File: src/rtl/bbiu_pkg.sv
// ----------------------------------------------------------------------------
// bbiu_pkg
// Shared types and constants of the byte/bit file-instruction unit:
// instruction codes, special register addresses and stage structs.
// ----------------------------------------------------------------------------
package bbiu_pkg;

   localparam int MEM_BYTES = 4096;
   localparam int MEM_AW    = $clog2(MEM_BYTES);
   localparam int PC_BITS   = 21;
   localparam int NEXT_PC_W = 21;

   localparam logic [MEM_AW-1:0] ADDR_WREG   = MEM_AW'(12'hFE8);
   localparam logic [MEM_AW-1:0] ADDR_STATUS = MEM_AW'(12'hFD8);
   localparam logic [MEM_AW-1:0] ADDR_BSR    = MEM_AW'(12'hFE0);

   localparam logic [2:0] PC_ADV_NONE = 3'd0;
   localparam logic [2:0] PC_ADV_NEXT = 3'd2;
   localparam logic [2:0] PC_ADV_SKIP = 3'd4;

   typedef enum logic [3:0] {
      FN_BCF    = 4'd0,
      FN_BSF    = 4'd1,
      FN_BTG    = 4'd2,
      FN_BTFSC  = 4'd3,
      FN_BTFSS  = 4'd4,
      FN_TSTFSZ = 4'd5,
      FN_SUBWF  = 4'd6,
      FN_SUBWFB = 4'd7,
      FN_SWAPF  = 4'd8,
      FN_XORWF  = 4'd9,
      FN_POKE   = 4'd10,
      FN_PEEK   = 4'd11
   } func_type;

   // instruction held in the execute stage
   typedef struct packed {
      func_type            func;
      logic [2:0]          bit_index;
      logic [7:0]          raw_value;
      logic [MEM_AW-1:0]   rd_addr;
      logic                wr_en;
      logic [MEM_AW-1:0]   wr_addr;
   } exec_item_type;

   typedef struct packed {
      logic                en;
      logic [MEM_AW-1:0]   addr;
      logic [7:0]          data;
   } mem_wr_type;

   typedef struct packed {
      logic [7:0] res;
      logic [7:0] status;
      logic       skip;
      logic [2:0] pc_adv;
   } exec_result_type;

   function automatic logic is_special(input logic [MEM_AW-1:0] addr);
      return (addr == ADDR_WREG) || (addr == ADDR_STATUS) || (addr == ADDR_BSR);
   endfunction

endpackage

File: src/rtl/bbiu_exec.sv
// ----------------------------------------------------------------------------
// bbiu_exec
// Execute logic: bit operations, skip tests, subtract with borrow,
// nibble swap, exclusive or and raw poke and peek, with the STATUS flag update.
// ----------------------------------------------------------------------------
module bbiu_exec (
   input  bbiu_pkg::exec_item_type   item,
   input  logic [7:0]                f_value,
   input  logic [7:0]                wreg,
   input  logic [7:0]                status,
   output bbiu_pkg::exec_result_type result
);

   logic [7:0] bit_mask;
   logic [7:0] not_w;
   logic       cin;
   logic [8:0] sum9;
   logic [4:0] sum_lo;
   logic [7:0] sub_res;
   logic [4:0] sub_flags;
   logic [7:0] xor_res;
   logic [7:0] status_flagged;

   always_comb begin
      bit_mask  = 8'd1 << item.bit_index;
      not_w     = ~wreg;
      cin       = (item.func == bbiu_pkg::FN_SUBWFB) ? status[0] : 1'b1;
      sum9      = {1'b0, f_value} + {1'b0, not_w} + 9'(cin);
      sum_lo    = {1'b0, f_value[3:0]} + {1'b0, not_w[3:0]} + 5'(cin);
      sub_res   = sum9[7:0];
      sub_flags = {sub_res[7],
                   (f_value[7] == not_w[7]) && (f_value[7] != sub_res[7]),
                   sub_res == 8'h00,
                   sum_lo[4],
                   sum9[8]};
      xor_res   = f_value ^ wreg;

      status_flagged = status;
      result.res     = 8'h00;
      result.skip    = 1'b0;
      result.pc_adv  = bbiu_pkg::PC_ADV_NEXT;

      unique case (item.func)
         bbiu_pkg::FN_BCF:    result.res = f_value & ~bit_mask;
         bbiu_pkg::FN_BSF:    result.res = f_value | bit_mask;
         bbiu_pkg::FN_BTG:    result.res = f_value ^ bit_mask;
         bbiu_pkg::FN_BTFSC: begin
            result.res  = f_value;
            result.skip = (f_value & bit_mask) == 8'h00;
         end
         bbiu_pkg::FN_BTFSS: begin
            result.res  = f_value;
            result.skip = (f_value & bit_mask) != 8'h00;
         end
         bbiu_pkg::FN_TSTFSZ: begin
            result.res  = f_value;
            result.skip = f_value == 8'h00;
         end
         bbiu_pkg::FN_SUBWF, bbiu_pkg::FN_SUBWFB: begin
            result.res     = sub_res;
            status_flagged = {status[7:5], sub_flags};
         end
         bbiu_pkg::FN_SWAPF:  result.res = {f_value[3:0], f_value[7:4]};
         bbiu_pkg::FN_XORWF: begin
            result.res     = xor_res;
            status_flagged = {status[7:5], xor_res[7], status[3],
                              xor_res == 8'h00, status[1:0]};
         end
         bbiu_pkg::FN_POKE: begin
            result.res    = item.raw_value;
            result.pc_adv = bbiu_pkg::PC_ADV_NONE;
         end
         bbiu_pkg::FN_PEEK: begin
            result.res    = f_value;
            result.pc_adv = bbiu_pkg::PC_ADV_NONE;
         end
         default: begin
            result.res    = 8'h00;
            result.pc_adv = bbiu_pkg::PC_ADV_NONE;
         end
      endcase

      if (result.skip) begin
         result.pc_adv = bbiu_pkg::PC_ADV_SKIP;
      end

      // a stored byte aimed at STATUS replaces the flag update
      if (item.wr_en && (item.wr_addr == bbiu_pkg::ADDR_STATUS)) begin
         result.status = result.res;
      end else begin
         result.status = status_flagged;
      end
   end

endmodule
File: config.mk
export PLATFORM = sky130hd
export DESIGN_NAME = bbiu_exec
export DESIGN_NICKNAME = d
export VERILOG_FILES = /design/src/rtl/bbiu_pkg.sv /design/src/rtl/bbiu_exec.sv
export SDC_FILE = /design/constraint.sdc
export NUM_CORES = 1
export LEC_CHECK = 0
export BUFFER_PORTS_ARGS = -buffer_cell sky130_fd_sc_hd__buf_2
export CORE_MARGIN = 3
export CORE_UTILIZATION = 52
export DETAILED_ROUTE_END_ITERATION = 6
export GPL_ROUTABILITY_DRIVEN = 0
export PLACE_DENSITY = 0.86
export SETUP_SLACK_MARGIN = 0.2
export SLEW_MARGIN = 20
export SYNTH_ARGS = -nofsm -noshare
export SYNTH_HDL_FRONTEND = slang
export SYNTH_SLANG_ARGS = --single-unit
File: constraint.sdc
create_clock -name vclk -period 3.3
set_input_delay 0 -clock vclk [all_inputs]
set_output_delay 0 -clock vclk [all_outputs]
set_load 0.005 [all_outputs]
Word level (Yosys, flattened, before mapping)
Cells that the tools add are included.

word-level totals
  bits in read-only memories = 0
  flip-flop bits (word level) = 0
  output and inout bits = 20
  memories kept = 0
  bits in latches = 0
  bits in writable memories = 0

cells by class
  multiply operators = 0
  bitwise gates (word level) = 7
  $add $sub $neg = 4
  multiplexer cells = 7
  eq/ne operators = 14
  reductions and logical operators = 11
  order comparisons = 0
  divide/modulo/power cells = 0
  shift-type cells = 1

operators with widths
  kind                  number
  $pmux 8 s8            1
  $logic_not 8->1       4
  $and 8x8->8           2
  $eq 4x3->1 const B    4
  $eq 4x4->1 const B    4
  $not 8->8             2
  $xor 8x8->8           2
  $eq 12x12->1 const B  1
  $pmux 5 s2            1
  $reduce_or 10->1      1
  $add 8x8->9           1
  $add 9x1->9           1
  $eq 4x2->1 const B    2
  $mux 8                1
  $or 8x8->8            1
  $reduce_bool 8->1     1
  $shl 1x3->8 const A   1
  $add 4x4->5           1
  $add 5x1->5           1
  $eq 4x1->1 const B    1
  $logic_not 4->1       1
  $reduce_or 4->1       1
  $mux 3                1
  $pmux 1 s3            1
  6 further kinds       7

Depth between registers and ports, before layout
  depth in word-level cells = 7
  gate-level depth with buffers = 13
  gate-level depth less buffers = 12

Worst setup path before layout
OpenSTA, ideal clock, no wires.

  kind = input -> output
  from = input port item[39] (netlist bit)
  to = output port result[6] (netlist bit)
  path buffers = 1
  data arrival time = 2.255 ns
  cell stages on the path = 13
  data required time = 3.300 ns
  path slack = 1.045 ns
  cells stage by stage = inv_2 > clkbuf_8 > nand2_1 > nor3_1 > fa_1 > inv_1 > fa_1 > xor2_1 > a32oi_1 > nor2_1 > a2111o_1 > a21o_1 > o21bai_1

RTL lines
  item                line             RTL
  start: declaration  bbiu_exec.sv:7   input bbiu_pkg::exec_item_type item,
  end: declaration    bbiu_exec.sv:11  output bbiu_pkg::exec_result_type result

==> results.cfg <==
[logic_synthesis]
synth.avg_cell_area_um2 = 7.20
muxShareOfSynthArea_pct = 5.07
yosysTopAreaCell = ha_1
yosysWarnings = 0
seq_area_frac_synth_pct = 0
syn-cell-area_um2 = 1970
synth_simple_gate_area_share_pct = 27.4
synth_top_family_by_area = compound AO/OA/AOI/OAI gates
yosys.area_share.adder_pct = 22.3
synth-compound-area-share_pct = 29.6
netlist_instances = 274
ys_types = 72
synth.net_count = 372
synthTopCellsByArea = ha_1, inv_1, a21oi_1
synth.top_cell.area_share_pct = 20.3
synth_xor_area_share_pct = 1.33

[routing]
met3_length_um = 636
firstDrtPassIters = 5
wl_met1_mm = 2.27
viasPerCell = 6.22
wl_mm = 5.73
ant_nets = 0
wl_met2_mm = 2.70
drtIter0Drc = 258
drc = 0
top_layer_used = met4
vias = 2325
post_drt_wl_per_cell_um = 15.3

[sta]
max_freq_mhz = 355
rsz0062_at_grt = false
tightestPinTransition_ps = 571
setup_slack_ps = 486
maxSlewHeadroom_pct = 61.8
slew_violations = 0
fin_crit_sh_pct = 85.3
setup_tns_ps = 0
setup_violations = 0
hold_viol = 0
final.min_clock_period_ps = 2810

[grt]
grt_pass1_vias = 1958
antenna_found_initial = 0
grt_overflow = 0
grt_max_degree = 29
grt_pass1_wl_mm = 8.82
grt_usage_pct = 24.4

[floorplan]
die_w_um = 67.6
start_util_pct = 56.5
rows = 21
core_um2 = 3490
pin_count = 84
die_area_um2 = 4570
die_h_um = 67.6

[placed_design]
place_ws_ps = 511
place_hpwl_mm = 4.70
port_buffers = 71
dp_cells = 374

[critical_path]
crit_required_ps = 3300
crit_cells = 13
crit_start = item[38]
cp_slowest_stage_delay_ps = 430
critPathArrivalTime_ps = 2810
worstPathBufferInverterCount = 3
worstSetupStartpointType = primary input
cp_slowest_cell = fa_1
worstSetupEndpointType = output pin
cp-endpoint = result[6]
critical_path.top_delay_family = compound AO/OA/AOI/OAI gates
cp_max_fo = 26
criticalPathCategory = in -> out
critical_path.cell_chain = buf_2 -> nand2_1 -> nor3_1 -> fa_1 -> inv_1 -> fa_1 -> xor2_1 -> a32oi_1 -> nor2_1 -> a2111o_1 -> a21o_1 -> o21bai_1 -> buf_2

[cells_and_area]
area_growth_pct = 13.3
seq_cells = 0
antenna_cells = 0
fin_nets = 428
register_area_um2 = 0
layout_commonest_cell = buf_2
fillers = 334
layout_common_cells = buf_2, ha_1, inv_1
finalNonFillerCells = 374
drive_gt1_share_pct = 29.6
clkbuf_count = 0

[pwr]
p_per_area_nw_per_um2 = 141
ir_drop_uv = 84.0
leakagePower_nw = 1.14

[clocking]
hold_buffers = 0
cts_resized = 0
cts_setup_buffers = 0

[worst_hold_path]
hp-class = in -> out
min_delay_path_depth = 3

[run_status]
status = finished clean

[run]
drv_cap = 0
[power breakdown]
group	internal, mW	switching, mW	total [mW]
registers	0	0	0
logic	0.137	0.177	0.315
clock network	0	0	0
total	0.137	0.177	0.315
[routing by layer]
layer  up-vias  GRT usage (%)
met5         -              0
met4         0           5.82
met3        15           1.50
met2       145           42.5
met1      1048           32.4
li1       1117              -
[cells in the mapped netlist (5+ instances only)]
cell type and n:
a21oi_1 15, a31oi_1 5, buf_2 6, clkbuf_8 5, ha_1 32, inv_1 28
nand2_1 18, nand3_1 9, nor2_1 18, nor3_1 9, nor4_1 7, o21ai_0 13
or3_1 5
[how the worst min path moves through the flow]
stage	startpoint	endpoint
finish	status[5]	result[9]
global placement	status[5]	result[9]
floorplan	status[6]	result[10]
global route	status[5]	result[9]
CTS	status[5]	result[9]
detailed placement	status[5]	result[9]
[per-stage QoR]
stage	hold WS [ps]	util, %	area (µm²)	total power, mW
6_report	294	64.0	2240	0.315
3_5_place_dp	297	64.0	2240	0.309
5_1_grt	310	64.0	2240	0.346
4_1_cts	297	64.0	2240	0.310
2_1_floorplan	128	-	1970	0.214
3_3_place_gp	293	64.0	2240	0.300
[tightest hold or removal path: stages]
cell and delay (ps):
buf_2 70, mux2_2 120, buf_2 100
[layout make-up]
type               instances  area [µm²]  area share, %
multi-input cells        225        1700           75.8
well taps                 46        57.6           2.57
inverters                 30         113           5.04
repair buffers            73         370           16.6
[kinds of logic after synthesis]
logic type      after synthesis
simple gates                 97
compound gates               82
buf+inv                      49
fa+ha+maj                    34
mux                           8
xor+xnor                      3
other cells                   1
No activity file was read; power rests on OpenSTA's default activity.
